<file path="src/design/cmfs_pkg.sv">
// ----------------------------------------------------------------------------
// cmfs_pkg
// Shared widths, face codes and the work word that travels down the
// cube map face select pipeline.
// ----------------------------------------------------------------------------
package cmfs_pkg;

  // Direction component width (signed) and texture coordinate width (unsigned)
  localparam int COMPONENT_BITS = 16;
  localparam int COORD_BITS     = 16;

  // Major magnitude reaches 2^(COMPONENT_BITS-1): one more bit than the payload
  localparam int MAG_W = COMPONENT_BITS;
  // Divisor is twice the major magnitude, up to 2^COMPONENT_BITS
  localparam int DEN_W = COMPONENT_BITS + 1;
  // Partial remainder stays below the divisor
  localparam int REM_W = DEN_W;
  localparam int FACE_W = 3;

  typedef enum logic [FACE_W-1:0] {
    FACE_POS_X = 3'd0,
    FACE_NEG_X = 3'd1,
    FACE_POS_Y = 3'd2,
    FACE_NEG_Y = 3'd3,
    FACE_POS_Z = 3'd4,
    FACE_NEG_Z = 3'd5
  } face_t;

  // One item in flight: divisor, two partial remainders, two partial quotients
  typedef struct packed {
    face_t                 face;
    logic                  degen;
    logic                  sat_u;
    logic                  sat_v;
    logic [DEN_W-1:0]      den;
    logic [REM_W-1:0]      rem_u;
    logic [REM_W-1:0]      rem_v;
    logic [COORD_BITS-1:0] quo_u;
    logic [COORD_BITS-1:0] quo_v;
  } work_t;

endpackage

</file>
<file path="src/design/cmfs_front.sv">
// ----------------------------------------------------------------------------
// cmfs_front
// Major axis selection, minor component swizzle and divider setup. One
// registered stage with a valid/ready handshake on both sides.
// ----------------------------------------------------------------------------
module cmfs_front (
  input  logic                                        clk,
  input  logic                                        rst_n,
  input  logic                                        up_valid,
  output logic                                        up_ready,
  input  logic signed [cmfs_pkg::COMPONENT_BITS-1:0]  dir_x,
  input  logic signed [cmfs_pkg::COMPONENT_BITS-1:0]  dir_y,
  input  logic signed [cmfs_pkg::COMPONENT_BITS-1:0]  dir_z,
  output logic                                        dn_valid,
  input  logic                                        dn_ready,
  output cmfs_pkg::work_t                             dn_data
);
  import cmfs_pkg::*;

  localparam int SW = COMPONENT_BITS + 1;

  logic              valid_r, valid_nxt;
  work_t             data_r, data_nxt;

  logic signed [SW-1:0] sx, sy, sz, nx, ny, nz, ax, ay, az;
  logic signed [SW-1:0] sel_a, sel_b, sel_m;
  logic signed [SW:0]   num_a_s, num_b_s;
  logic [DEN_W-1:0]     num_a, num_b, den;
  face_t                sel_face;
  logic                 is_zero;

  // Widen so that the negated minimum value is exact
  assign sx = SW'(dir_x);
  assign sy = SW'(dir_y);
  assign sz = SW'(dir_z);
  assign nx = -sx;
  assign ny = -sy;
  assign nz = -sz;
  assign ax = sx[SW-1] ? nx : sx;
  assign ay = sy[SW-1] ? ny : sy;
  assign az = sz[SW-1] ? nz : sz;
  assign is_zero = (dir_x == '0) && (dir_y == '0) && (dir_z == '0);

  // Pick the face; positive faces win ties, negative faces need a strict win,
  // and a tie between two negative maxima falls back to the first of them
  always_comb begin
    sel_face = FACE_POS_X;
    sel_a    = sz;
    sel_b    = sy;
    sel_m    = ax;
    if (is_zero) begin
      sel_face = FACE_POS_X;
      sel_a    = '0;
      sel_b    = '0;
      sel_m    = SW'(1);
    end else if (sx >= ay && sx >= az) begin
      sel_face = FACE_POS_X; sel_a = sz; sel_b = sy; sel_m = ax;
    end else if (nx > ay && nx > az) begin
      sel_face = FACE_NEG_X; sel_a = nz; sel_b = sy; sel_m = ax;
    end else if (sy >= az && sy >= ax) begin
      sel_face = FACE_POS_Y; sel_a = sx; sel_b = sz; sel_m = ay;
    end else if (ny > az && ny > ax) begin
      sel_face = FACE_NEG_Y; sel_a = sx; sel_b = nz; sel_m = ay;
    end else if (sz >= ax && sz >= ay) begin
      sel_face = FACE_POS_Z; sel_a = nx; sel_b = sy; sel_m = az;
    end else if (nz > ax && nz > ay) begin
      sel_face = FACE_NEG_Z; sel_a = sx; sel_b = sy; sel_m = az;
    end else if (nx >= ay && nx >= az) begin
      sel_face = FACE_NEG_X; sel_a = nz; sel_b = sy; sel_m = ax;
    end else if (ny >= az && ny >= ax) begin
      sel_face = FACE_NEG_Y; sel_a = sx; sel_b = nz; sel_m = ay;
    end else begin
      sel_face = FACE_NEG_Z; sel_a = sx; sel_b = sy; sel_m = az;
    end
  end

  // Numerator minor + |major| lies in [0, 2|major|]; divisor is 2|major|
  assign num_a_s = (SW+1)'(sel_a) + (SW+1)'(sel_m);
  assign num_b_s = (SW+1)'(sel_b) + (SW+1)'(sel_m);
  assign num_a   = num_a_s[DEN_W-1:0];
  assign num_b   = num_b_s[DEN_W-1:0];
  assign den     = {sel_m[MAG_W-1:0], 1'b0};

  // Build the work word; a full-scale numerator saturates, so start it at zero
  always_comb begin
    data_nxt       = data_r;
    valid_nxt      = valid_r;
    if (up_ready) begin
      valid_nxt      = up_valid;
      data_nxt.face  = sel_face;
      data_nxt.degen = is_zero;
      data_nxt.sat_u = (num_a == den);
      data_nxt.sat_v = (num_b == den);
      data_nxt.den   = den;
      data_nxt.rem_u = (num_a == den) ? '0 : num_a;
      data_nxt.rem_v = (num_b == den) ? '0 : num_b;
      data_nxt.quo_u = '0;
      data_nxt.quo_v = '0;
    end
  end

  // Hold the stage while downstream stalls
  always_ff @(posedge clk) begin
    if (!rst_n) begin
      valid_r <= 1'b0;
    end else begin
      valid_r <= valid_nxt;
    end
    data_r <= data_nxt;
  end

  assign up_ready = !valid_r || dn_ready;
  assign dn_valid = valid_r;
  assign dn_data  = data_r;

  // Divider entry condition: remainder starts below the divisor
  a_rem_below_den: assert property (@(posedge clk) disable iff (!rst_n)
    valid_r |-> (data_r.rem_u < data_r.den) && (data_r.rem_v < data_r.den))
    else $error("front: starting remainder not below divisor");

  // A zero vector always enters as face +x with no saturation
  a_degen_setup: assert property (@(posedge clk) disable iff (!rst_n)
    valid_r && data_r.degen |-> data_r.face == FACE_POS_X && !data_r.sat_u && !data_r.sat_v)
    else $error("front: bad zero-vector setup");

endmodule

</file>
<file path="src/design/cmfs_div_cell.sv">
// ----------------------------------------------------------------------------
// cmfs_div_cell
// One restoring division step for both coordinates: shift the remainder,
// compare with the divisor, subtract, and shift one quotient bit in.
// ----------------------------------------------------------------------------
module cmfs_div_cell (
  input  logic            clk,
  input  logic            rst_n,
  input  logic            up_valid,
  output logic            up_ready,
  input  cmfs_pkg::work_t up_data,
  output logic            dn_valid,
  input  logic            dn_ready,
  output cmfs_pkg::work_t dn_data
);
  import cmfs_pkg::*;

  logic             valid_r, valid_nxt;
  work_t            data_r, data_nxt;
  logic [REM_W:0]   sh_u, sh_v;
  logic             ge_u, ge_v;
  logic [REM_W:0]   diff_u, diff_v;

  // Shift the remainders and trial-subtract the divisor
  assign sh_u   = {up_data.rem_u, 1'b0};
  assign sh_v   = {up_data.rem_v, 1'b0};
  assign ge_u   = sh_u >= {1'b0, up_data.den};
  assign ge_v   = sh_v >= {1'b0, up_data.den};
  assign diff_u = sh_u - {1'b0, up_data.den};
  assign diff_v = sh_v - {1'b0, up_data.den};

  // Advance when this cell is empty or its neighbor takes the current item
  always_comb begin
    data_nxt  = data_r;
    valid_nxt = valid_r;
    if (up_ready) begin
      valid_nxt      = up_valid;
      data_nxt       = up_data;
      data_nxt.rem_u = ge_u ? diff_u[REM_W-1:0] : sh_u[REM_W-1:0];
      data_nxt.rem_v = ge_v ? diff_v[REM_W-1:0] : sh_v[REM_W-1:0];
      data_nxt.quo_u = {up_data.quo_u[COORD_BITS-2:0], ge_u};
      data_nxt.quo_v = {up_data.quo_v[COORD_BITS-2:0], ge_v};
    end
  end

  always_ff @(posedge clk) begin
    if (!rst_n) begin
      valid_r <= 1'b0;
    end else begin
      valid_r <= valid_nxt;
    end
    data_r <= data_nxt;
  end

  assign up_ready = !valid_r || dn_ready;
  assign dn_valid = valid_r;
  assign dn_data  = data_r;

  // Restoring division keeps each remainder below the divisor
  a_rem_invariant: assert property (@(posedge clk) disable iff (!rst_n)
    valid_r |-> (data_r.rem_u < data_r.den) && (data_r.rem_v < data_r.den))
    else $error("div_cell: remainder escaped divisor range");

  // A stalled item keeps its partial results
  a_hold_on_stall: assert property (@(posedge clk) disable iff (!rst_n)
    valid_r && !dn_ready |=> valid_r && $stable(data_r))
    else $error("div_cell: item changed while stalled");

  // A saturated u coordinate carries a zero remainder, so its quotient stays zero
  a_sat_quiet: assert property (@(posedge clk) disable iff (!rst_n)
    valid_r && data_r.sat_u |-> data_r.rem_u == '0 && data_r.quo_u == '0)
    else $error("div_cell: saturated u produced quotient bits");

endmodule

</file>
<file path="src/design/cube_map_face_select_uv.sv">
// ----------------------------------------------------------------------------
// cube_map_face_select_uv
// Cube map face selection and face texture coordinates for one direction.
// ----------------------------------------------------------------------------
// Takes one direction per cycle and returns its cube face and (u, v) in
// unsigned Q0.COORD_BITS, one result per cycle sustained while out_ready
// stays high. One stage selects the face and sets up the division, then a
// row of COORD_BITS division cells, each producing one quotient bit of both
// u and v, carries the item to the output. Every stage holds its own item
// and stalls only when the stage after it is full, so the input keeps
// accepting while a result waits at the output until all COORD_BITS + 1
// stages hold an item.
// Coordinates equal to 1.0 read 2^COORD_BITS - 1; a zero vector gives face +x,
// both coordinates 0.5 and out_degenerate set.
// ----------------------------------------------------------------------------
module cube_map_face_select_uv (
  input  logic                                       clk,
  input  logic                                       rst_n,
  input  logic                                       in_valid,
  output logic                                       in_ready,
  input  logic signed [cmfs_pkg::COMPONENT_BITS-1:0] in_dir_x,
  input  logic signed [cmfs_pkg::COMPONENT_BITS-1:0] in_dir_y,
  input  logic signed [cmfs_pkg::COMPONENT_BITS-1:0] in_dir_z,
  output logic                                       out_valid,
  input  logic                                       out_ready,
  output logic [cmfs_pkg::FACE_W-1:0]                out_face,
  output logic [cmfs_pkg::COORD_BITS-1:0]            out_coord_u,
  output logic [cmfs_pkg::COORD_BITS-1:0]            out_coord_v,
  output logic                                       out_degenerate
);
  import cmfs_pkg::*;

  localparam int NCELL = COORD_BITS;
  localparam logic [COORD_BITS-1:0] HALF = COORD_BITS'(1) << (COORD_BITS - 1);

  logic  chain_valid [NCELL+1];
  logic  chain_ready [NCELL+1];
  work_t chain_data  [NCELL+1];
  work_t last;

  // Face select and divider setup
  cmfs_front u_front (
    .clk      (clk),
    .rst_n    (rst_n),
    .up_valid (in_valid),
    .up_ready (in_ready),
    .dir_x    (in_dir_x),
    .dir_y    (in_dir_y),
    .dir_z    (in_dir_z),
    .dn_valid (chain_valid[0]),
    .dn_ready (chain_ready[0]),
    .dn_data  (chain_data[0])
  );

  // Row of division cells, one quotient bit each
  for (genvar i = 0; i < NCELL; i++) begin : g_cell
    cmfs_div_cell u_cell (
      .clk      (clk),
      .rst_n    (rst_n),
      .up_valid (chain_valid[i]),
      .up_ready (chain_ready[i]),
      .up_data  (chain_data[i]),
      .dn_valid (chain_valid[i+1]),
      .dn_ready (chain_ready[i+1]),
      .dn_data  (chain_data[i+1])
    );
  end

  // Last cell is the output register; apply saturation on the way out
  assign last                = chain_data[NCELL];
  assign chain_ready[NCELL]  = out_ready;
  assign out_valid           = chain_valid[NCELL];
  assign out_face            = last.face;
  assign out_degenerate      = last.degen;
  assign out_coord_u         = last.sat_u ? '1 : last.quo_u;
  assign out_coord_v         = last.sat_v ? '1 : last.quo_v;

  a_face_range: assert property (@(posedge clk) disable iff (!rst_n)
    out_valid |-> out_face <= FACE_NEG_Z)
    else $error("top: face code out of range");

  a_degen_center: assert property (@(posedge clk) disable iff (!rst_n)
    out_valid && out_degenerate |->
      out_face == FACE_POS_X && out_coord_u == HALF && out_coord_v == HALF)
    else $error("top: zero vector not mapped to face center");

  a_accept_with_wait: assert property (@(posedge clk) disable iff (!rst_n)
    out_valid && !out_ready && !chain_valid[0] |-> in_ready)
    else $error("top: input blocked while front stage empty");

endmodule

</file>
<file path="config.mk">
export PLATFORM = sky130hd
export DESIGN_NAME = cube_map_face_select_uv
export DESIGN_NICKNAME = d
export VERILOG_FILES = /design/src/design/cmfs_pkg.sv /design/src/design/cmfs_front.sv /design/src/design/cmfs_div_cell.sv /design/src/design/cube_map_face_select_uv.sv
export SDC_FILE = /design/constraint.sdc
export NUM_CORES = 2
export LEC_CHECK = 0
export CAP_MARGIN = 20
export CORE_ASPECT_RATIO = 1.1
export CORE_MARGIN = 3
export CORE_UTILIZATION = 35
export CTS_CLUSTER_DIAMETER = 150
export CTS_CLUSTER_SIZE = 12
export DETAILED_ROUTE_END_ITERATION = 16
export DONT_BUFFER_PORTS = 1
export SLEW_MARGIN = 10
export SYNTH_ARGS = -nofsm -noshare
export SYNTH_HDL_FRONTEND = slang
export SYNTH_SLANG_ARGS = --single-unit
</file>
<file path="constraint.sdc">
create_clock -name clk -period 12 [get_ports clk]
set_clock_uncertainty 0.05 [all_clocks]
set_input_delay 0.6 -clock clk [delete_from_list [all_inputs] [get_ports clk]]
set_output_delay 0.6 -clock clk [all_outputs]
set_load 0.01 [all_outputs]
</file>
==> out/metrics.csv <==
metric,value,unit
slew_headroom,0.2313,
die_x,441.1,um
postSynthAreaPerCell,11.04,um2
layoutNonFillerInstCount,9474,
clk_pin_slew,0.06,ns
synth_compound_area_frac,0.1226,
worst-path-stages,37,
fin_nets,7499,
rr_worst_depth,16,
synth_area,72870,um2
fin_crit_sh,0.8711,
nFillCells,20010,
max_cap_violations,0,
cp.arrival,10.86,ns
path_max_fanout,11,
ios,90,
portBuffers,0,
yosys.area_share.simple,0.1228,
core.rowCount,175,
ys_warn_count,0,
gr-total-overflow,0,
hold_slack,0.09255,ns
setup_viol,0,
status,"complete, no violations",
initial_core_util,0.3522,
drt_iter0_drc,3410,
reg2reg_setup_slack,6.65,ns
postLayoutCellArea,79610,um2
muxShareOfSynthArea,0.06521,
p_leak,32.43,nW
hold_viol_final,0,
synthToLayoutAreaGrowth,9.246,%
final_cell_mix,"1144 x edfxtp_1, 728 x ha_1, 597 x nor2_1",
ys_seq_area_frac,0.4761,
cts_sinks,1161,
drive_above_1_share,0.1079,
async_flop_share,0,
maxSlewViolCount,0,
crit_buf_inv,2,
synth_fa_ha_area_frac,0.1342,
synthDistinctLibCells,93,
finalPower,23.31,mW
syn_inst,6600,
core-area,206900,um2
num_vias,50300,
crit_required,12.41,ns
dpl.hpwl,164100,um
crit_slowest_cell,o21ai_0,
grt_first_pass_wirelength,306000,um
irDropWorstVdd,0.1356,mV
end_kind,flop,
worstReg2RegEnd,g_cell[0].u_cell.dn_data[35],
drc,0,
post_cts.repair.setup_buffers,0,
min_path_type,input pin to flop,
synth_nets,7412,
cts_tree,yes,
post_drt_wl_per_cell,21.69,um
p_per_area,292.8,nW/um2
cts_buffer_depth,3,
fp.dieArea,213700,um2
ys_seq_elements,1161,
placed_area,76540,um2
grt_max_degree,84,
r2r-start,u_front.dn_data[68],
h-tree-depth,3,
setup_tns,0,ns
placed_cells_incl_taps,9316,
synth_top_family_by_area,adder cells,
cts-resized-gates,0,
worstMarginPinSlew,1.141,ns
rsz0062_at_grt,no,
first_global_vias,50040,
crit_start,in_dir_z[0],
viasPerCell,5.309,
cpPeakStageDelay,0.89,ns
clk_latency,0.73,ns
grt_usage,0.1879,
cpMostUsedCell,a21oi_1,
critPathKind,input pin to flop,
antenna_found_initial,3,
dr.pass1.iters,8,
ys.flop_type,edfxtp_1,
timing.fmax,95.67,MHz
layout_commonest_cell,edfxtp_1,
fin_crit,10.45,ns
root_buffer,clkbuf_16,
synth_edf_count,1144,
die_h,484.6,um
ant_nets,0,
start_kind,input pin,
routed_wl,205500,um
crit_family,compound AO/OA/AOI/OAI gates,
cts_buffers,107,
crit_end,u_front.dn_data[37],
gp_congestion,0.9770,
synth_xor_xnor_area_share,0.04150,
-- Yosys cell counts, types with 74 or more instances --
cell type  count  area, um2
a21boi_0     181       1359
nand3_1       82      410.4
a21oi_1      334       1672
o21ai_0      391       1957
xor2_1       111      972.2
nor2b_1      151      944.7
edfxtp_1    1144      34350
ha_1         728       9109
nand4_1      127      794.5
xnor2_1      221       1936
nor2_1       598       2245
a21o_1        77      578.1
nand2b_1      74      462.9
mux2_2       390       4392
nor3_1        99      495.5
clkbuf_1      83      311.6
inv_1        599       2248
nand2_1      360       1351
-- final cells by class --
cell class | instances | area, um2 | share of cell area
clock buffer | 145 | 2863 | 0.03596
inverter | 600 | 2253 | 0.02831
tap | 2743 | 3432 | 0.04311
clock inverter | 7 | 116.4 | 0.001462
multi-input combinational | 4726 | 35520 | 0.4461
sequential | 1161 | 34690 | 0.4358
antenna | 1 | 2.502 | 0.00003143
timing repair buffer | 91 | 732.0 | 0.009194
-- power by group --
part,internal (mW),switching (mW)
registers,6.96,1.06
clock network,1.65,1.47
logic,5.56,6.61
total,14.2,9.14
-- metal layers --
metal  global-route usage  vias up  wire (um)
met5                    0        -         15
met4              0.06638        2       7509
met3              0.02939      348       9494
met2               0.3452     1180     106400
met1               0.2190    24310      82100
li1                     -    24460          -
-- flip-flops by register name (all words and copies together) (netlist names) --
signal,count
g_cell.u_cell.dn_data,1088
g_cell.u_cell.dn_valid,16
u_front.dn_data,56
u_front.dn_valid,1
-- repair_timing --
item                                    in CTS  in global routing
hold buffers                                 2                  0
endpoints found under the setup margin       0                  0
endpoints found under the hold margin       16                  0
-- cells by family after synthesis --
kind of cell / after synthesis
buffers and inverters: 713
AOI/OAI and AO/OA: 1387
muxes: 426
xor gates and xnor gates: 337
DFF: 1161
adders and majority gates: 763
and+or+nand+nor: 1813
-- per-stage QoR --
stage	util	setup slack, ns
2_1_floorplan	-	2.950
3_3_place_gp	0.3699	1.078
3_5_place_dp	0.3699	0.9806
4_1_cts	0.3844	1.765
5_1_grt	0.3847	0.9110
6_report	0.3847	1.547
-- how the worst min path moves through the flow --
stage / start / endpoint / slack, ns / cells past startpoint
global route: in_valid / u_front.dn_valid / 0.09 / 2
finish: in_valid / u_front.dn_valid / 0.09 / 2
floorplan: u_front.dn_data[83] / g_cell[0].u_cell.dn_data[83] / 0.35 / 0
global placement: g_cell[9].u_cell.dn_data[83] / g_cell[10].u_cell.dn_data[83] / 0.35 / 0
CTS: in_valid / u_front.dn_valid / 0.05 / 2
detailed placement: g_cell[9].u_cell.dn_data[1] / g_cell[10].u_cell.dn_data[2] / 0.35 / 0
No activity file was read; power rests on OpenSTA's default activity.
